## src/iabd_pkg.sv

```systemverilog
package iabd_pkg;

  localparam int unsigned MAX_INDEX = 88;
  localparam int unsigned IDX_W     = 7;

  // APB register map
  localparam int unsigned CFG_ADDR_W = 1;
  localparam logic [CFG_ADDR_W-1:0] REG_STEREO_MODE = 1'b0;

  // header byte within one channel's four-byte group
  typedef enum logic [1:0] {
    HF_PRED_LO = 2'd0,
    HF_PRED_HI = 2'd1,
    HF_STEP    = 2'd2,
    HF_RSVD    = 2'd3
  } hdr_field_t;

  function automatic logic [14:0] step_lookup(input logic [IDX_W-1:0] idx);
    logic [14:0] s;
    case (idx)
      7'd0:  s = 15'd7;     7'd1:  s = 15'd8;     7'd2:  s = 15'd9;
      7'd3:  s = 15'd10;    7'd4:  s = 15'd11;    7'd5:  s = 15'd12;
      7'd6:  s = 15'd13;    7'd7:  s = 15'd14;    7'd8:  s = 15'd16;
      7'd9:  s = 15'd17;    7'd10: s = 15'd19;    7'd11: s = 15'd21;
      7'd12: s = 15'd23;    7'd13: s = 15'd25;    7'd14: s = 15'd28;
      7'd15: s = 15'd31;    7'd16: s = 15'd34;    7'd17: s = 15'd37;
      7'd18: s = 15'd41;    7'd19: s = 15'd45;    7'd20: s = 15'd50;
      7'd21: s = 15'd55;    7'd22: s = 15'd60;    7'd23: s = 15'd66;
      7'd24: s = 15'd73;    7'd25: s = 15'd80;    7'd26: s = 15'd88;
      7'd27: s = 15'd97;    7'd28: s = 15'd107;   7'd29: s = 15'd118;
      7'd30: s = 15'd130;   7'd31: s = 15'd143;   7'd32: s = 15'd157;
      7'd33: s = 15'd173;   7'd34: s = 15'd190;   7'd35: s = 15'd209;
      7'd36: s = 15'd230;   7'd37: s = 15'd253;   7'd38: s = 15'd279;
      7'd39: s = 15'd307;   7'd40: s = 15'd337;   7'd41: s = 15'd371;
      7'd42: s = 15'd408;   7'd43: s = 15'd449;   7'd44: s = 15'd494;
      7'd45: s = 15'd544;   7'd46: s = 15'd598;   7'd47: s = 15'd658;
      7'd48: s = 15'd724;   7'd49: s = 15'd796;   7'd50: s = 15'd876;
      7'd51: s = 15'd963;   7'd52: s = 15'd1060;  7'd53: s = 15'd1166;
      7'd54: s = 15'd1282;  7'd55: s = 15'd1411;  7'd56: s = 15'd1552;
      7'd57: s = 15'd1707;  7'd58: s = 15'd1878;  7'd59: s = 15'd2066;
      7'd60: s = 15'd2272;  7'd61: s = 15'd2499;  7'd62: s = 15'd2749;
      7'd63: s = 15'd3024;  7'd64: s = 15'd3327;  7'd65: s = 15'd3660;
      7'd66: s = 15'd4026;  7'd67: s = 15'd4428;  7'd68: s = 15'd4871;
      7'd69: s = 15'd5358;  7'd70: s = 15'd5894;  7'd71: s = 15'd6484;
      7'd72: s = 15'd7132;  7'd73: s = 15'd7845;  7'd74: s = 15'd8630;
      7'd75: s = 15'd9493;  7'd76: s = 15'd10442; 7'd77: s = 15'd11487;
      7'd78: s = 15'd12635; 7'd79: s = 15'd13899; 7'd80: s = 15'd15289;
      7'd81: s = 15'd16818; 7'd82: s = 15'd18500; 7'd83: s = 15'd20350;
      7'd84: s = 15'd22385; 7'd85: s = 15'd24623; 7'd86: s = 15'd27086;
      7'd87: s = 15'd29794;
      default: s = 15'd32767;  // index 88 and above
    endcase
    return s;
  endfunction

  // next step index: -1 for magnitudes 0..3, else +2/+4/+6/+8, clamped to 0..88
  function automatic logic [IDX_W-1:0] next_index(input logic [IDX_W-1:0] idx,
                                                  input logic [2:0] mag);
    logic [IDX_W:0] sum;
    logic [IDX_W-1:0] res;
    sum = {1'b0, idx} + {{(IDX_W-2){1'b0}}, mag[1:0], 1'b0} + {{IDX_W{1'b0}}, 1'b1}
          + {{IDX_W{1'b0}}, 1'b1};
    if (!mag[2]) begin
      res = (idx == '0) ? '0 : idx - 1'b1;
    end else if (sum > (IDX_W+1)'(MAX_INDEX)) begin
      res = IDX_W'(MAX_INDEX);
    end else begin
      res = sum[IDX_W-1:0];
    end
    return res;
  endfunction

endpackage

```

## src/ima_adpcm_block_decoder.sv

```systemverilog
// A data byte is held in the work stage, and its low-nibble sample and then its
//   high-nibble sample are loaded into the output register; header bytes give none.
// Throughput: a data byte holds the single decode slice for both samples; the next
//   byte enters as its high nibble decodes; header bytes one per cycle.
// Reset (synchronous, rst_n low): mono mode, predictors and step indexes zero,
//   header parse armed at byte zero, both pipeline registers empty.
module ima_adpcm_block_decoder (
  input  logic                               clk,
  input  logic                               rst_n,
  // input stream
  input  logic                               in_tvalid,
  output logic                               in_tready,
  input  logic [7:0]                         in_tdata,   // [7:0] in_byte
  input  logic                               in_tuser,   // [0] chunk_start
  // result stream
  output logic                               out_tvalid,
  input  logic                               out_tready,
  output logic [15:0]                        out_tdata,  // [15:0] sample
  output logic                               out_tuser,  // [0] channel
  output logic                               out_tlast,  // second sample of a byte
  // configuration
  input  logic                               cfg_psel,
  input  logic                               cfg_penable,
  input  logic                               cfg_pwrite,
  input  logic [iabd_pkg::CFG_ADDR_W-1:0]    cfg_paddr,
  input  logic [31:0]                        cfg_pwdata,
  output logic [31:0]                        cfg_prdata,
  output logic                               cfg_pready
);

  localparam int unsigned IW = iabd_pkg::IDX_W;

  // configuration
  logic stereo_r;

  // header parser state
  logic       in_header_r, in_header_nxt;
  logic [2:0] pos_r, pos_nxt;

  // decoder state
  logic [15:0]   pred_r [2];
  logic [IW-1:0] idx_r  [2];

  // work stage
  logic                 wk_valid_r, wk_valid_nxt;
  logic                 wk_hdr_r;
  iabd_pkg::hdr_field_t wk_field_r;
  logic                 wk_ch_r;
  logic [7:0]           wk_byte_r;
  logic                 wk_phase_r, wk_phase_nxt;

  // output register
  logic        out_valid_r, out_valid_nxt;
  logic [15:0] out_sample_r;
  logic        out_ch_r;
  logic        out_last_r;

  logic in_acc, out_free, advance, done, cfg_wr;
  logic hdr_eff;
  logic [2:0] pos_eff;
  logic [2:0] hdr_last;

  assign cfg_pready = 1'b1;
  assign cfg_wr = cfg_psel && cfg_penable && cfg_pwrite
                  && (cfg_paddr == iabd_pkg::REG_STEREO_MODE);
  assign cfg_prdata = (cfg_paddr == iabd_pkg::REG_STEREO_MODE) ? {31'd0, stereo_r} : 32'd0;

  assign out_free  = !out_valid_r || out_tready;
  assign advance   = wk_valid_r && (wk_hdr_r || out_free);
  assign done      = advance && (wk_hdr_r || wk_phase_r);
  assign in_tready = !wk_valid_r || done;
  assign in_acc    = in_tvalid && in_tready;

  // header / data classification at acceptance
  assign hdr_eff  = in_tuser || in_header_r;
  assign pos_eff  = in_tuser ? 3'd0 : pos_r;
  assign hdr_last = stereo_r ? 3'd7 : 3'd3;

  always_comb begin
    in_header_nxt = in_header_r;
    pos_nxt       = pos_r;
    if (in_acc) begin
      if (hdr_eff) begin
        if (pos_eff >= hdr_last) begin
          in_header_nxt = 1'b0;
          pos_nxt       = 3'd0;
        end else begin
          in_header_nxt = 1'b1;
          pos_nxt       = pos_eff + 3'd1;
        end
      end else begin
        pos_nxt = pos_r + 3'd1;
      end
    end
  end

  // nibble decode
  logic [3:0]    nib;
  logic [14:0]   step;
  logic [16:0]   diff;
  logic [17:0]   p_sum;
  logic [15:0]   p_sat;
  logic [IW-1:0] idx_new;

  assign nib  = wk_phase_r ? wk_byte_r[7:4] : wk_byte_r[3:0];
  assign step = iabd_pkg::step_lookup(idx_r[wk_ch_r]);

  always_comb begin
    diff = {5'd0, step[14:3]};
    if (nib[2]) diff = diff + {2'd0, step};
    if (nib[1]) diff = diff + {3'd0, step[14:1]};
    if (nib[0]) diff = diff + {4'd0, step[14:2]};
    if (nib[3]) begin
      p_sum = {{2{pred_r[wk_ch_r][15]}}, pred_r[wk_ch_r]} - {1'b0, diff};
    end else begin
      p_sum = {{2{pred_r[wk_ch_r][15]}}, pred_r[wk_ch_r]} + {1'b0, diff};
    end
    if (!p_sum[17] && (p_sum[16:15] != 2'b00)) begin
      p_sat = 16'h7fff;
    end else if (p_sum[17] && (p_sum[16:15] != 2'b11)) begin
      p_sat = 16'h8000;
    end else begin
      p_sat = p_sum[15:0];
    end
    idx_new = iabd_pkg::next_index(idx_r[wk_ch_r], nib[2:0]);
  end

  always_comb begin
    wk_valid_nxt  = wk_valid_r;
    wk_phase_nxt  = wk_phase_r;
    out_valid_nxt = out_valid_r;
    if (out_valid_r && out_tready) out_valid_nxt = 1'b0;
    if (advance && !wk_hdr_r) out_valid_nxt = 1'b1;
    if (done) wk_valid_nxt = 1'b0;
    if (advance && !wk_hdr_r) wk_phase_nxt = !wk_phase_r;
    if (in_acc) begin
      wk_valid_nxt = 1'b1;
      wk_phase_nxt = 1'b0;
    end
  end

  always_ff @(posedge clk) begin
    if (!rst_n) begin
      stereo_r    <= 1'b0;
      in_header_r <= 1'b1;
      pos_r       <= 3'd0;
      wk_valid_r  <= 1'b0;
      wk_phase_r  <= 1'b0;
      out_valid_r <= 1'b0;
      pred_r[0]   <= 16'd0;
      pred_r[1]   <= 16'd0;
      idx_r[0]    <= '0;
      idx_r[1]    <= '0;
    end else begin
      if (cfg_wr) stereo_r <= cfg_pwdata[0];
      in_header_r <= in_header_nxt;
      pos_r       <= pos_nxt;
      wk_valid_r  <= wk_valid_nxt;
      wk_phase_r  <= wk_phase_nxt;
      out_valid_r <= out_valid_nxt;
      if (advance) begin
        if (wk_hdr_r) begin
          case (wk_field_r)
            iabd_pkg::HF_PRED_LO: pred_r[wk_ch_r][7:0]  <= wk_byte_r;
            iabd_pkg::HF_PRED_HI: pred_r[wk_ch_r][15:8] <= wk_byte_r;
            iabd_pkg::HF_STEP: begin
              idx_r[wk_ch_r] <= (wk_byte_r > 8'(iabd_pkg::MAX_INDEX))
                                ? IW'(iabd_pkg::MAX_INDEX) : wk_byte_r[IW-1:0];
            end
            default: ;
          endcase
        end else begin
          pred_r[wk_ch_r] <= p_sat;
          idx_r[wk_ch_r]  <= idx_new;
        end
      end
    end
  end

  // payload registers
  always_ff @(posedge clk) begin
    if (in_acc) begin
      wk_hdr_r   <= hdr_eff;
      wk_field_r <= iabd_pkg::hdr_field_t'(pos_eff[1:0]);
      wk_ch_r    <= hdr_eff ? pos_eff[2] : (stereo_r & pos_r[2]);
      wk_byte_r  <= in_tdata;
    end
    if (advance && !wk_hdr_r) begin
      out_sample_r <= p_sat;
      out_ch_r     <= wk_ch_r;
      out_last_r   <= wk_phase_r;
    end
  end

  assign out_tvalid = out_valid_r;
  assign out_tdata  = out_sample_r;
  assign out_tuser  = out_ch_r;
  assign out_tlast  = out_last_r;

  // step indexes stay within the table
  a_idx_range: assert property (@(posedge clk) disable iff (!rst_n)
    (idx_r[0] <= IW'(iabd_pkg::MAX_INDEX)) && (idx_r[1] <= IW'(iabd_pkg::MAX_INDEX)))
    else $error("step index out of range");

  // low nibble decoded -> high nibble of the same byte is next
  a_low_then_high: assert property (@(posedge clk) disable iff (!rst_n)
    (advance && !wk_hdr_r && !wk_phase_r) |=> (wk_valid_r && wk_phase_r && !wk_hdr_r))
    else $error("high nibble lost after low nibble");

  // a new byte never overwrites a data byte whose high nibble is still pending
  a_no_overwrite: assert property (@(posedge clk) disable iff (!rst_n)
    in_acc |-> !(wk_valid_r && !wk_hdr_r && !wk_phase_r))
    else $error("work stage overwritten");

  // output register only loaded when free
  a_out_load: assert property (@(posedge clk) disable iff (!rst_n)
    (out_valid_r && !out_tready && wk_valid_r && !wk_hdr_r) |=> $stable(out_sample_r))
    else $error("pending sample overwritten");

endmodule

```

## config.mk

```make
export PLATFORM = sky130hd
export DESIGN_NAME = ima_adpcm_block_decoder
export DESIGN_NICKNAME = d
export VERILOG_FILES = /design/src/iabd_pkg.sv /design/src/ima_adpcm_block_decoder.sv
export SDC_FILE = /design/constraint.sdc
export NUM_CORES = 1
export LEC_CHECK = 0
export BUFFER_PORTS_ARGS = -buffer_cell sky130_fd_sc_hd__buf_2
export CAP_MARGIN = 20
export CELL_PAD_IN_SITES_DETAIL_PLACEMENT = 2
export CELL_PAD_IN_SITES_GLOBAL_PLACEMENT = 2
export CORE_AREA = 4 4 186 188
export DETAILED_ROUTE_END_ITERATION = 7
export DIE_AREA = 0 0 190 192
export GPL_TIMING_DRIVEN = 0
export HOLD_SLACK_MARGIN = 0.08
export PLACE_DENSITY_LB_ADDON = 0.1
export SYNTH_ARGS = -nofsm -noshare
export SYNTH_HDL_FRONTEND = slang
export SYNTH_SLANG_ARGS = --single-unit
```

## constraint.sdc

```tcl
create_clock -name clk -period 9.6 [get_ports clk]
set_input_delay 0.96 -clock clk [delete_from_list [all_inputs] [get_ports clk]]
set_output_delay 0.96 -clock clk [all_outputs]
set_load 0.1 [all_outputs]
```

==> results by group <==
Run status
  – Status: finished, violations left
  – Failing checks: setup timing

Synth
  – Synthesized flop and latch total: 85
  – Netlist cell types: 89
  – Adder-Cell Fraction of Synth Area: just over 10%
  – Simple-gate share of the synthesized area: 19.5%
  – Multiplexer share of the synthesized area: 5.42%
  – Ys flop type: edfxtp_1
  – Avg Inst Size Synth: 7.95 um2
  – Gate Count Post-Synth: 1355
  – Leading area contributor after synthesis: edfxtp_1
  – Yosys Warn Count: 0
  – Synth top area share: 21.2%
  – Async S/R FF share, synth: 0%
  – Synth Area in XOR/XNOR: approximately 5.8%
  – Sequential fraction of the synthesis area: 22.9%
  – Largest family of logic cells by synthesized area: compound AO/OA/AOI/OAI gates
  – Synth Cell Area: 10800 um2
  – Top post-synthesis cells by area: edfxtp_1 21%, ha_1 9.4%, nand2_1 4.8%
  – Compound-gate portion of the synthesized area: 29.3%
  – EDFF count, synth: 76

Layout
  – Most frequent cells in the layout: 132 x nand2_1, 118 x nor2_1, 113 x buf_4, 81 x a21oi_1, 76 x edfxtp_1
  – Layout cells sized above 1: 27.0%
  – FF/Latch Area: 2460 um2
  – Final net count: 1652
  – Fin area: 13900 um2
  – Filler cell count: ~3700
  – Synth-to-layout area growth: 29.4%
  – Commonest non-fill, non-tap cell in the layout: nand2_1
  – Antenna Cells: 0
  – Footprint of the multi-input gates: 8760 um2

STA
  – Min Tclk post-route: between 10 and 15 ns
  – Final Slew Violations: 0
  – Skew final: 0.00711 ns
  – Fin crit share: 110%
  – Relative slew slack: 33.4%
  – Setup Viol. Count Final: 48
  – Total Negative Setup Slacks: -38.42 ns
  – Actual slew at the worst max-slew pin: 0.990 ns
  – Final hold viol count: 0
  – Top achievable clock speed: 0.0950 GHz
  – RSZ-0062 raised after global routing: yes
  – Final WS setup: -0.925 ns

Place
  – Placed instance area: 11800 um2
  – Final HPWL DP: 35.4 mm
  – Final GP Congestion: 0.966
  – I/O Buffers: 38

Pwr
  – Leakage: 5.47 nW
  – PwrDens: 210 nW/um2
  – Maximum vdd drop: 167 uV

Route
  – Drc violations: 0
  – DRT Pass-1 Iters: 5
  – Number of vias per cell: between 5 and 6
  – Wire per inst: 25.0 um
  – Routed WL: between 40 and 50 mm
  – Vias: 11600
  – Post-DRT Antenna Nets: 0
  – Drt initial violations: 858

Clock network
  – Sink Count: 85
  – Root Buffer: clkbuf_16
  – Cts hold-fix bufs: 0
  – Num CTS Buffers: 9
  – Clock insertion delay at the later pin of the skew report: 0.34 ns
  – Reg clk slew, reported paths: 0.06 ns
  – Bufs on Longest Clock Path: 2
  – H-Tree Depth: 3
  – CTS tree: done

Die
  – Starting density of the core: between 30% and 40%
  – Core area: 33100 um2
  – Die Width: 190 um
  – Die Span Y: 192 um
  – Die area: about 36000 um2
  – Num rows: 67
  – I/O Pins: 102

Job
  – Max-cap violations: 0

GRT
  – All-layer global routing usage: 25.4%
  – GR peak layer: met2
  – Largest net degree at the start of global routing: 20
  – Met1 global-route usage: 34.5%
  – First-pass GRT wire length: 73.0 mm
  – GR Layer Usage met2: around 43%
  – GRT overflow: 0
  – Vias in the first global route: 12100
  – Initial antenna violation count: 0
  – M3 GR Usage: approximately 3.1%

Worst setup path
  – FF-to-FF path depth: between 40 and 50
  – Worst setup SP type: flop
  – Slowest cell on the critical path: a2111o_1
  – Reg-to-reg critical path endpoint: pred_r[0][6]
  – R2r setup slk: -0.93 ns
  – Critical path class: flop to flop
  – Worst EP arrival: around 11 ns
  – Slowest stage delay, CP: 0.49 ns
  – CP max FO: 10
  – Crit. End Element: flop
  – CP required: just under 10 ns

Worst hold path
  – Critical hold path startpoint: wk_phase_r
  – Worst Hold Path EP: out_tlast
  – HP Class: flop to flop
  – Worst Hold Path Cells: 0
Yosys cell counts (9+ instances only):
| cell type | number |
|---|---|
| o21ai_0 | 82 |
| clkbuf_1 | 44 |
| a21oi_1 | 93 |
| buf_4 | 36 |
| mux2_2 | 29 |
| ha_1 | 81 |
| mux2i_1 | 22 |
| edfxtp_1 | 76 |
| a22oi_1 | 11 |
| o211ai_1 | 37 |
| and3_1 | 9 |
| nor3_1 | 25 |
| a32oi_1 | 12 |
| nand3_1 | 26 |
| o21bai_1 | 9 |
| xnor2_1 | 48 |
| o21ai_1 | 19 |
| and2_1 | 16 |
| a211oi_1 | 15 |
| or2_2 | 9 |
| xor2_1 | 23 |
| inv_1 | 42 |
| a21o_1 | 24 |
| nand2b_1 | 23 |
| nor2b_1 | 22 |
| dfxtp_1 | 9 |
| nor2_1 | 125 |
| o21a_1 | 12 |
| nand2_1 | 139 |
| buf_2 | 20 |
| a31oi_1 | 28 |
| o221ai_1 | 11 |
| o22ai_1 | 10 |
metrics by stage:
| stage | cells | total power [mW] | utilization (%) | worst slack (ns) | hold WS, ns |
|---|---|---|---|---|---|
| after floorplan | 1385 | 1.70 | - | 0.00816 | 0.403 |
| after global placement | 1871 | 2.10 | 35.5 | -2.67 | 0.415 |
| after detailed placement | 1873 | 2.13 | 35.6 | -2.82 | 0.418 |
| after CTS | 1946 | 2.81 | 40.7 | -0.633 | 0.438 |
| after global routing | 1969 | 3.13 | 42.1 | -1.37 | 0.461 |
| final | 1969 | 2.93 | 42.1 | -0.925 | 0.431 |
worst max-delay path, delay by kind of cell (launching register included):
kind | cells | cell delay, ns
buffers and inverters | 11 | 1.72
xor gates and xnor gates | 4 | 0.69
adders and majority gates | 6 | 2.03
muxes | 4 | 1.01
and+or+nand+nor | 3 | 0.42
AOI/OAI and AO/OA | 20 | 3.99
DFF | 1 | 0.33
routing by layer:
| metal | wire, um | up-vias |
|---|---|---|
| met5 | 0 | - |
| met2 | 23500 | 348 |
| li1 | - | 5336 |
| met1 | 21900 | 5853 |
| met3 | 2540 | 82 |
| met4 | 1300 | 0 |
report_power, final:
group	switching [mW]	total, mW	internal, mW
logic	1.28	2.11	0.826
registers	0.0141	0.453	0.439
clock network	0.136	0.369	0.233
total	1.43	2.93	1.50
registers in the layout, indices dropped and copies added (netlist names), named ones only:
name,flops
idx_r,14
in_header_r,1
out_tdata,16
out_tlast,1
out_tuser,1
out_tvalid,1
pos_r,3
pred_r,32
stereo_r,1
wk_byte_r,8
wk_ch_r,1
wk_field_r,2
wk_hdr_r,1
wk_phase_r,1
wk_valid_r,1
worst max-delay path by stage:
stage | to | slack (ns) | from
after global routing | pred_r[0][6] | -1.37 | flop
after floorplan | out_tdata[11] | 0.008 | flop
final | pred_r[0][6] | -0.93 | flop
after global placement | pred_r[1][6] | -2.67 | flop
after detailed placement | pred_r[0][4] | -2.82 | flop
after CTS | pred_r[0][1] | -0.63 | flop
cell families (layout without fill, tap and decap cells):
| kind of cell | after synthesis | after routing |
|---|---|---|
| and+or+nand+nor | 442 | 442 |
| muxes | 53 | 53 |
| adders and majority gates | 86 | 86 |
| other | 2 | 32 |
| buffers and inverters | 153 | 289 |
| xor gates and xnor gates | 71 | 71 |
| AOI/OAI and AO/OA | 463 | 463 |
| DFF | 85 | 85 |
what timing repair did:
action | CTS | global route
gates resized for setup | 183 | 75
endpoints found under the setup margin | 48 | 48
setup buffers | 64 | 26
pin swaps | 60 | 28
cloned | 2 | 1
layout make-up:
cell class	count	area share, %
Multi-Input combinational cell	1147	62.8
Sequential cell	85	17.7
Timing Repair Buffer	128	6.81
Buffer	100	5.07
Tap cell	448	4.02
Clock buffer	11	1.74
Inverter	46	1.32
Clock inverter	4	0.521
(Power assumes the default switching activity.)
